$ cat src/lbl2u8_pkg.sv
// Shared types, byte codes and a helper function for the label to UTF-8 cleaner.
package lbl2u8_pkg;

  localparam logic [7:0] CH_HASH = 8'h23;
  localparam logic [7:0] CH_AMP  = 8'h26;
  localparam logic [7:0] CH_TAB  = 8'h09;
  localparam logic [7:0] CH_NUL  = 8'h00;

  localparam logic [7:0] UTF8_CONT = 8'h80;
  localparam logic [7:0] UTF8_LEAD2 = 8'hC0;
  localparam logic [7:0] UTF8_LEAD3 = 8'hE0;
  localparam logic [5:0] UTF8_LOW6 = 6'h3F;

  // Up to three bytes come from one request.
  typedef struct packed {
    logic [2:0][7:0] bytes;  // bytes[0] goes out first
    logic [1:0]      cnt;    // number of results, 1 to 3 when loaded
    logic            mark;   // empty end marker, byte not valid
    logic            last;   // group closes the label
  } group_t;

  typedef struct packed {
    logic       ok;
    logic [3:0] val;
  } hex_t;

  function automatic hex_t hex_decode(input logic [7:0] b);
    hex_t h;
    h.ok  = 1'b0;
    h.val = 4'd0;
    if (b >= 8'h30 && b <= 8'h39) begin
      h.ok  = 1'b1;
      h.val = 4'(b - 8'h30);
    end else if (b >= 8'h61 && b <= 8'h66) begin
      h.ok  = 1'b1;
      h.val = 4'(b - 8'h57);
    end else if (b >= 8'h41 && b <= 8'h46) begin
      h.ok  = 1'b1;
      h.val = 4'(b - 8'h37);
    end
    return h;
  endfunction

endpackage

$ cat src/lbl2u8_decode.sv
// Parser state and combinational decode of one label byte into a result group.
module lbl2u8_decode (
  input  logic                 clk,
  input  logic                 rst_n,
  input  logic [7:0]           item_byte,
  input  logic                 item_last,
  input  logic                 take,
  output logic                 emit,
  output lbl2u8_pkg::group_t   grp
);
  import lbl2u8_pkg::*;

  typedef enum logic [1:0] {
    MODE_TEXT = 2'd0,
    MODE_ESC  = 2'd1,
    MODE_SKIP = 2'd2
  } mode_t;

  mode_t       mode_r, mode_nxt;
  logic [1:0]  dcnt_r, dcnt_nxt;
  logic [11:0] acc_r, acc_nxt;
  hex_t        hx;
  logic [15:0] cp;

  assign hx = hex_decode(item_byte);
  assign cp = {acc_r, hx.val};

  always_comb begin
    mode_nxt  = mode_r;
    dcnt_nxt  = dcnt_r;
    acc_nxt   = acc_r;
    grp.bytes = '0;
    grp.cnt   = 2'd0;
    grp.mark  = 1'b0;
    grp.last  = item_last;
    unique case (mode_r)
      MODE_SKIP: begin
      end
      MODE_ESC: begin
        if (item_byte == CH_HASH) begin
          grp.bytes[0] = CH_HASH;
          grp.cnt      = 2'd1;
          mode_nxt     = MODE_TEXT;
        end else if (!hx.ok) begin
          mode_nxt = MODE_TEXT;
        end else if (dcnt_r == 2'd3) begin
          mode_nxt = MODE_TEXT;
          if (cp == 16'd0) begin
            grp.cnt = 2'd0;
          end else if (cp[15:7] == 9'd0) begin
            grp.bytes[0] = cp[7:0];
            grp.cnt      = 2'd1;
          end else if (cp[15:11] == 5'd0) begin
            grp.bytes[0] = UTF8_LEAD2 | {3'd0, cp[10:6]};
            grp.bytes[1] = UTF8_CONT | {2'd0, cp[5:0] & UTF8_LOW6};
            grp.cnt      = 2'd2;
          end else begin
            grp.bytes[0] = UTF8_LEAD3 | {4'd0, cp[15:12]};
            grp.bytes[1] = UTF8_CONT | {2'd0, cp[11:6]};
            grp.bytes[2] = UTF8_CONT | {2'd0, cp[5:0] & UTF8_LOW6};
            grp.cnt      = 2'd3;
          end
        end else begin
          acc_nxt  = {acc_r[7:0], hx.val};
          dcnt_nxt = dcnt_r + 2'd1;
        end
      end
      default: begin
        if (item_byte == CH_AMP) begin
        end else if (item_byte == CH_TAB) begin
          mode_nxt = MODE_SKIP;
        end else if (item_byte == CH_HASH) begin
          mode_nxt = MODE_ESC;
          dcnt_nxt = 2'd0;
          acc_nxt  = 12'd0;
        end else if (item_byte != CH_NUL) begin
          grp.bytes[0] = item_byte;
          grp.cnt      = 2'd1;
        end
      end
    endcase
    if (item_last) begin
      if (grp.cnt == 2'd0) begin
        grp.mark = 1'b1;
        grp.cnt  = 2'd1;
      end
      mode_nxt = MODE_TEXT;
      dcnt_nxt = 2'd0;
      acc_nxt  = 12'd0;
    end
  end

  assign emit = (grp.cnt != 2'd0);

  always_ff @(posedge clk) begin
    if (!rst_n) begin
      mode_r <= MODE_TEXT;
      dcnt_r <= 2'd0;
      acc_r  <= 12'd0;
    end else if (take) begin
      mode_r <= mode_nxt;
      dcnt_r <= dcnt_nxt;
      acc_r  <= acc_nxt;
    end
  end

`ifndef SYNTHESIS
  a_last_clears: assert property (@(posedge clk) disable iff (!rst_n)
    take && item_last |=> mode_r == MODE_TEXT && dcnt_r == 2'd0 && acc_r == 12'd0)
    else $error("parser state not cleared after end of label");
  a_last_emits: assert property (@(posedge clk) disable iff (!rst_n)
    take && item_last |-> emit)
    else $error("end of label produced no result");
  a_mark_only_last: assert property (@(posedge clk) disable iff (!rst_n)
    grp.mark |-> item_last && grp.cnt == 2'd1)
    else $error("end marker outside end of label");
`endif

endmodule

$ cat src/lbl2u8_outq.sv
// Result group buffer that hands out one byte of the group per accepted result.
module lbl2u8_outq (
  input  logic                 clk,
  input  logic                 rst_n,
  input  logic                 load,
  input  lbl2u8_pkg::group_t   grp_in,
  output logic                 load_ok,
  output logic                 out_valid,
  input  logic                 out_ready,
  output logic [7:0]           out_byte,
  output logic                 out_byte_valid,
  output logic                 out_run_last,
  output logic                 out_label_end
);
  import lbl2u8_pkg::*;

  group_t     grp_r;
  logic       grp_v_r;
  logic [1:0] idx_r;
  logic       pop;

  assign out_valid      = grp_v_r;
  assign out_run_last   = (idx_r == grp_r.cnt - 2'd1);
  assign out_label_end  = out_run_last && grp_r.last;
  assign out_byte_valid = !grp_r.mark;
  assign pop            = grp_v_r && out_ready;
  // A new group may enter while the final byte of the current one leaves.
  assign load_ok        = !grp_v_r || (pop && out_run_last);

  always_comb begin
    case (idx_r)
      2'd0:    out_byte = grp_r.bytes[0];
      2'd1:    out_byte = grp_r.bytes[1];
      2'd2:    out_byte = grp_r.bytes[2];
      default: out_byte = 8'd0;
    endcase
  end

  always_ff @(posedge clk) begin
    if (!rst_n) begin
      grp_v_r <= 1'b0;
      idx_r   <= 2'd0;
    end else if (load) begin
      grp_v_r <= 1'b1;
      idx_r   <= 2'd0;
    end else if (pop) begin
      if (out_run_last) begin
        grp_v_r <= 1'b0;
        idx_r   <= 2'd0;
      end else begin
        idx_r <= idx_r + 2'd1;
      end
    end
  end

  always_ff @(posedge clk) begin
    if (load) begin
      grp_r <= grp_in;
    end
  end

`ifndef SYNTHESIS
  a_cnt_nonzero: assert property (@(posedge clk) disable iff (!rst_n)
    grp_v_r |-> grp_r.cnt != 2'd0)
    else $error("empty group held in result buffer");
  a_idx_range: assert property (@(posedge clk) disable iff (!rst_n)
    grp_v_r |-> idx_r < grp_r.cnt)
    else $error("result index beyond group");
  a_mid_stays: assert property (@(posedge clk) disable iff (!rst_n)
    pop && !out_run_last |=> grp_v_r)
    else $error("group dropped before its last byte");
  a_load_safe: assert property (@(posedge clk) disable iff (!rst_n)
    load |-> load_ok)
    else $error("group overwritten before done");
`endif

endmodule

$ cat src/label_escape_to_utf8.sv
// Top level of the menu label cleaner: input register, decoder and result buffer.
//
//  channel | ports                                             | carries
//  --------+---------------------------------------------------+---------------------------
//  in      | in_valid, in_ready, in_label_byte, in_label_last   | one coded label byte
//  out     | out_valid, out_ready, out_byte, out_byte_valid,    | one cleaned UTF-8 byte or
//          | out_run_last, out_label_end                        | an empty end marker
//
// One request is taken per cycle while each request yields at most one result
// and out_ready is high. A request that yields two or three results (a finished
// escape) holds the next one in the input register until its last byte leaves, as
// the result port moves one byte per cycle. The input register is freed whenever its
// request is decoded, so in_ready does not wait for the result buffer to empty.
// Reset (rst_n low at a clock edge) empties both registers and puts the parser
// back into plain text mode.
module label_escape_to_utf8 (
  input  logic       clk,
  input  logic       rst_n,
  input  logic       in_valid,
  output logic       in_ready,
  input  logic [7:0] in_label_byte,
  input  logic       in_label_last,
  output logic       out_valid,
  input  logic       out_ready,
  output logic [7:0] out_byte,
  output logic       out_byte_valid,
  output logic       out_run_last,
  output logic       out_label_end
);
  import lbl2u8_pkg::*;

  // Input register holding the request under decode.
  logic [7:0] in_byte_r;
  logic       in_last_r;
  logic       in_v_r;

  group_t grp;
  logic   emit;
  logic   load_ok;
  logic   advance;

  // The held request leaves when it produces no result, or when the result
  // buffer can take its group in this cycle.
  assign advance  = in_v_r && (!emit || load_ok);
  assign in_ready = !in_v_r || advance;

  always_ff @(posedge clk) begin
    if (!rst_n) begin
      in_v_r <= 1'b0;
    end else if (in_ready) begin
      in_v_r <= in_valid;
    end
  end

  always_ff @(posedge clk) begin
    if (in_ready && in_valid) begin
      in_byte_r <= in_label_byte;
      in_last_r <= in_label_last;
    end
  end

  // Parser: escape, skip and text handling plus UTF-8 encoding of code points.
  lbl2u8_decode u_decode (
    .clk       (clk),
    .rst_n     (rst_n),
    .item_byte (in_byte_r),
    .item_last (in_last_r),
    .take      (advance),
    .emit      (emit),
    .grp       (grp)
  );

  // Result buffer: hands out the group one byte per accepted result.
  lbl2u8_outq u_outq (
    .clk            (clk),
    .rst_n          (rst_n),
    .load           (advance && emit),
    .grp_in         (grp),
    .load_ok        (load_ok),
    .out_valid      (out_valid),
    .out_ready      (out_ready),
    .out_byte       (out_byte),
    .out_byte_valid (out_byte_valid),
    .out_run_last   (out_run_last),
    .out_label_end  (out_label_end)
  );

endmodule
$ cat config.mk
export PLATFORM = sky130hd
export DESIGN_NAME = label_escape_to_utf8
export DESIGN_NICKNAME = d
export VERILOG_FILES = /design/src/lbl2u8_pkg.sv /design/src/lbl2u8_decode.sv /design/src/lbl2u8_outq.sv /design/src/label_escape_to_utf8.sv
export SDC_FILE = /design/constraint.sdc
export NUM_CORES = 1
export LEC_CHECK = 0
export ABC_AREA = 1
export BUFFER_PORTS_ARGS = -buffer_cell sky130_fd_sc_hd__buf_2
export CAP_MARGIN = 10
export CELL_PAD_IN_SITES_DETAIL_PLACEMENT = 1
export CELL_PAD_IN_SITES_GLOBAL_PLACEMENT = 1
export CORE_MARGIN = 3
export CORE_UTILIZATION = 45
export DETAILED_ROUTE_END_ITERATION = 8
export PLACE_DENSITY_LB_ADDON = 0.1
export SYNTH_ARGS = -nofsm -noshare
export SYNTH_HDL_FRONTEND = slang
export SYNTH_SLANG_ARGS = --single-unit
$ cat constraint.sdc
create_clock -name clk -period 3.45 [get_ports clk]
set_clock_uncertainty 0.2 [all_clocks]
set_input_delay 0.1725 -clock clk [delete_from_list [all_inputs] [get_ports clk]]
set_output_delay 0.1725 -clock clk [all_outputs]
set_load 0.005 [all_outputs]
* After elaboration in Yosys (flattened, before gate mapping)
Cells that the tools add are included.
** Storage, ports and cells
- Bits in registers :: 57
- Bits of input ports :: 13
- Output and inout port bits :: 13
** Cells by class
- Add/sub/neg operators :: 6
- Order comparisons :: 6
- Equal/unequal tests :: 16
- Muxes and demuxes :: 47
- Bitwise logic cells :: 4
- Reduce and logical (&&, ||, !) cells :: 33
** Operator list (count)
- 12-bit two-way mux :: 7
- 10-bit two-way mux :: 8
- 2-bit two-way mux :: 16
- 12-bit one-hot mux with 2 select lines :: 1
- 8-bit one-hot mux with 3 select lines :: 1
- 10-bit one-hot mux with 2 select lines :: 1
- 8-bit by 6-bit == test with 1-bit output, second input constant :: 2
- 8-bit by 7-bit greater-or-equal comparator with 1-bit output, second input constant :: 2
- 8-bit by 7-bit less-or-equal comparator with 1-bit output, second input constant :: 2
- 16-bit zero test :: 1
- 16-bit two-way mux :: 1
- 8-bit two-way mux :: 2
- 5-bit two-way mux :: 3
- 3-bit != test, second input constant :: 4
- 1-bit logical AND :: 9
- 9-bit zero test :: 1
- 8-bit by 4-bit == test with 1-bit output, second input constant :: 1
- 8-bit by 6-bit greater-or-equal comparator with 1-bit output, second input constant :: 1
- 8-bit by 6-bit less-or-equal comparator with 1-bit output, second input constant :: 1
- 2-bit one-hot mux with 2 select lines :: 2
- 8-bit AND reduction :: 1
- 8-bit nonzero test :: 1
- 4-bit by 3-bit subtractor with 4-bit output, second input constant :: 2
- 7-bit OR reduction :: 1
- 23 further kinds :: 41

* Longest topological paths before layout
- Depth after elaboration :: 22
- Depth in mapped cells :: 19
- Gate-level depth less buffers :: 18

* Cells and area by module
From an unflattened synthesis, not the netlist that was laid out.
** Second synthesis, totals
- Cells, all modules :: 409
- Area total of the unflattened synthesis :: 3273.1 µm²
** Modules (own cells, without submodules)
- lbl2u8_decode :: times used 1, cells each 272, area each 1609.0 µm², sequential area each 320.3 µm²
- lbl2u8_outq :: times used 1, cells each 117, area each 1320.0 µm², sequential area each 900.9 µm²
- label_escape_to_utf8 :: times used 1, cells each 20, area each 344.1 µm², sequential area each 290.3 µm²

* Worst setup path before layout
OpenSTA, ideal clock, no wires.
- Path type :: reg2reg
- From :: register in_byte_r[1]
- To :: register u_outq.grp_r[0] (netlist bit), enable pin
- Data arrival time :: 2.227 ns
- Slack :: 0.642 ns
- Cell stages (with the launch flop) :: 12
- Buffers on the path :: 0
- Path through :: edfxtp_1 inv_1 ha_1 nand3b_1 nand3_2 nand2_2 nand2_2 nor3_4 nand2_2 nand4_4 nand3_1 inv_1
** Between the ends
- Longest elaborated chain between the ends :: 19
- Elaborated cells on any way between the ends :: 37
- Classes of those cells :: 3 x add/sub; 6 x order compare; 3 x eq/ne; 14 x mux; 11 x reduce/logical
** RTL lines
- from (decl) :: line label_escape_to_utf8.sv:33 : logic [7:0] in_byte_r;
- from (signal assigned) :: line label_escape_to_utf8.sv:57 : in_byte_r <= in_label_byte;
- 8-bit by 7-bit greater-or-equal comparator with 1-bit output / 8-bit by 7-bit less-or-equal comparator with 1-bit output (equally long branches) :: line lbl2u8_pkg.sv:37 : end else if (b >= 8'h41 && b <= 8'h46) begin
- 1-bit logical AND :: line lbl2u8_pkg.sv:37
- 5-bit two-way mux :: line lbl2u8_pkg.sv:37
- 5-bit two-way mux :: line lbl2u8_pkg.sv:34 : end else if (b >= 8'h61 && b <= 8'h66) begin
- 5-bit two-way mux :: line lbl2u8_pkg.sv:31 : if (b >= 8'h30 && b <= 8'h39) begin
- 16-bit zero test :: line lbl2u8_decode.sv:48 : if (cp == 16'd0) begin
- 2-bit two-way mux :: line lbl2u8_decode.sv:48
- 10-bit two-way mux :: line lbl2u8_decode.sv:46 : end else if (dcnt_r == 2'd3) begin
- [... 4 more ...]
- 3-bit two-way mux :: line lbl2u8_decode.sv:83 : if (grp.cnt == 2'd0) begin
- 3-bit two-way mux * :: line lbl2u8_decode.sv:82 : if (item_last) begin
- 2-bit nonzero test * :: line lbl2u8_decode.sv:93 : assign emit = (grp.cnt != 2'd0);
- 1-bit zero test :: line label_escape_to_utf8.sv:44 : assign advance = in_v_r && (!emit || load_ok);
- 1-bit logical OR :: line label_escape_to_utf8.sv:44
- 1-bit logical AND :: line label_escape_to_utf8.sv:44
- 1-bit logical AND * :: line label_escape_to_utf8.sv:77 : .load (advance && emit),
- net u_outq.load :: line lbl2u8_outq.sv:5 : input logic load,
- to (signal assigned) :: line lbl2u8_outq.sv:58 : grp_r <= grp_in;
- to (decl) :: line lbl2u8_outq.sv:17 : group_t grp_r;
Mark *: on every way through the listed nets, which the timed path passes. The rest lies on a longest branch.
A chain may end at the register's enable or synchronous reset.

* Worst setup path after layout
- From :: register in_byte_r[0]
- To :: register u_outq.grp_r[17] (netlist bit), enable pin
Same word-level chain as after synthesis.

==> metrics.md <==
| Metric | Value |
|---|---|
| Outcome | complete, no violations |
| Worst Tran Pin Value | approximately 0.56 ns |
| RSZ-0062 raised after global routing | no |
| DR iter-0 viols | roughly 110 |
| Post-Synth XOR/XNOR Area | less than 1% |
| Leak | around 1.6 nW |
| WP data arrival | 2.72 ns |
| First-pass GRT wire length | around 13 mm |
| TritonCTS clock tree | yes |
| Synth Area in Compound Gates | roughly 6.7% |
| Commonest non-fill, non-tap cell in the layout | nand2_1 |
| Max Slew Vio Count | 0 |
| Rel. slew slack | a little over three fifths |
| Critical path's largest stage delay | 0.47 ns |
| WHS | between 0.02 and 0.025 ns |
| Layout Cells excl Fill | between 500 and 600 |
| GRT Total Usage | between 20% and 30% |
| Via Count | around 2600 |
| Post-CTS setup buffer count | 0 |
| Vias per inst | between 5 and 6 |
| HPWL Detailed | ~6.3 mm |
| Sequential share of the synthesized area | 46.8% |
| Tmin final | between 2 and 3 ns |
| Synth Area in Adders | 4.44% |
| Area of the core | ~6500 µm² |
| Skew-Pair Late Insertion Delay | 0.31 ns |
| Register bit total from synthesis | 55 |
| Fill cells | approximately 850 |
| DRC Markers | 0 |
| Ratio of cells with drive above 1 in the final layout | 15.4% |
| Synth warn | 0 |
| Die Y | a little under 90 µm |
| Largest family of logic cells by synthesized area | simple AND/OR/NAND/NOR gates |
| Clock Sinks | between 50 and 60 |
| Gp weighted congestion | around 0.91 |
| Fin. Hold Viols | 0 |
| Distinct cells, synth | 34 |
| Area Overhead vs Synth | 12.3% |
| Remaining Overflow, GRT | 0 |
| Met1 Use GR | between 20% and 30% |
| Starting Density | between 40% and 50% |
| Cell Area, Synth | between 3000 and 4000 µm² |
| M2 GR Usage | 37.2% |
| Row Count | 29 |
| Maximum clock frequency | between 300 and 400 MHz |
| Die X-Extent | 89.0 µm |
| Post-placement cell count | about 500 |
| Crit-path cells | inv_1 > ha_1 > nand2_1 > nand3_2 > nand2_2 > nand2_2 > nand2_2 > nor3_4 > nand2_2 > nand4_4 > nand3_1 > inv_1 > buf_4 |
| Met3 usage | ~3.4% |
| Synth area leaders | edfxtp_1, dfxtp_1, nand2_1 |
| Post-Route WL | slightly above 8 mm |
| Critical-path top delay cell | edfxtp_1 |
| Initial antenna violation count | 0 |
| Peak supply drop | about 0.00019 V |
| Max_cap viols | 0 |
| Commonest cells after routing, fill and taps aside | nand2_1, nor2_1, inv_1, edfxtp_1, buf_2 |
| Vias in the first global route | around 2600 |
| Critical Path Sink Type | flip-flop |
| Pin count of the biggest net entering global routing | 28 |
| Final setup fails | 0 |
| Total die area | between 7000 and 8000 µm² |
| Simple logic cell fraction of the synthesized area | between 30% and 40% |
| CP required | about 3.2 ns |
| Pwr dens | 406 nW/µm² |
| Post-synthesis mux area share | less than 1% |
| H-tree levels | 2 |
| Number of routed nets with antenna violations | 0 |
| CTS Root Cell | clkbuf_8 |
| Syn nets | 414 |
| Class of the most critical setup path | reg -> reg |
| Critical Path Fanout Max | 26 |
| Largest buffer count on any clock path | 2 |
| CP dominant cell by count | nand2_2 |
| Yosys top cell by area | edfxtp_1 |
| Nets@finish | 451 |
| Crit path launch type | flip-flop |
| Mapped Avg Cell Area | 7.96 µm² |
| Global route hottest layer | met2 |
| Post-synthesis instance total | 390 |
| Pre-antenna DRT Iters | 4 |
| CTS clk-pin slew, worst paths | ~0.1 ns |
| Inserted Clock Buffers | 5 |
| Io pins | 26 |
| Final Cycle Share | between 80 and 90% |
| Wire per inst | ~16 µm |
| PortBufs | 25 |
| Tightest Hold Check Type | in -> reg |
| Synth top area share | between 30% and 40% |
| TNS Setup | 0 ns |
| # diodes | 0 |
[power breakdown]
part	switching [mW]	total (mW)	leakage, nW	internal (mW)
registers	0.0292	0.778	0.486	0.749
clock network	0.211	0.353	0.0418	0.142
logic	0.187	0.284	1.04	0.0970
total	0.428	1.42	1.57	0.988
[Yosys cell counts (all sizes together)]
master,instances
a21oi,14
o211ai,2
xnor2,1
ha,11
nand3b,1
buf,3
inv,60
a211oi,3
o2111ai,1
nor4,1
nor3,4
nand2,108
clkbuf,4
dfxtp,20
nand4,9
edfxtp,35
a31oi,4
nor2,70
o21ai,7
o22ai,3
mux2i,1
a22oi,1
nand3,27
[what timing repair did]
action                                 4_1_cts  5_1_grt
resized for setup                            0        0
hold buffers                                10        0
endpoints found under the hold margin       10        0
[worst paths after layout]
kind	start	end	slack [ns]	depth (start not counted)
worst min-delay path	out_ready	u_outq.idx_r[1]	0.02	4
worst max register to register	in_byte_r[0]	u_outq.grp_r[17]	0.51	13
worst max-delay path	in_byte_r[0]	u_outq.grp_r[17]	0.51	13
worst min register to register	u_decode.dcnt_r[1]	u_decode.dcnt_r[1]	0.35	4
[final cells by class]
cell class	instances	area (µm²)	share of cell area (%)
sequential	55	1450	41.6
multi-input combinational	268	1380	39.7
timing repair buffer	37	240	6.89
inverter	60	225	6.46
tap	77	96.3	2.76
clock buffer	5	68.8	1.97
clock inverter	3	20.0	0.574
[per-stage QoR]
stage / area (µm²) / utilization [%] / power, mW / setup slack (ns)
2_1_floorplan: 3100 / - / 0.980 / 0.642
3_3_place_gp: 3300 / 50.5 / 1.06 / 0.660
3_5_place_dp: 3300 / 50.5 / 1.07 / 0.547
4_1_cts: 3490 / 53.4 / 1.43 / 0.527
5_1_grt: 3490 / 53.4 / 1.50 / 0.251
6_report: 3490 / 53.4 / 1.42 / 0.510
[critical path, delay by kind of cell, from the launching register on]
kind	cells	cell delay (ns)
adder cells (fa/ha/maj)	1	0.22
buffers and inverters	3	0.58
flip-flops	1	0.47
AND/OR/NAND/NOR	9	1.12
[kinds of logic after synthesis]
family	Yosys count
AO/OA/AOI/OAI	35
buffers and inverters	67
flip-flops	55
AND/OR/NAND/NOR	220
XOR/XNOR	1
multiplexers	1
adder cells (fa/ha/maj)	11
[registers in the layout, summed over array words and instances (netlist names)]
| name | cells |
|---|---|
| in_byte_r | 8 |
| in_last_r | 1 |
| in_v_r | 1 |
| u_decode.acc_r | 12 |
| u_decode.dcnt_r | 2 |
| u_decode.mode_r | 2 |
| u_outq.grp_r | 26 |
| u_outq.idx_r | 2 |
| u_outq.out_valid | 1 |
[metal layers]
layer | wire [µm] | share of wire (%)
met3 | 298 | 3.7
met4 | 183 | 2.3
met5 | 0 | 0
met1 | 3640 | 45
met2 | 3950 | 49
Note: power is estimated with default switching activity, not from simulation.
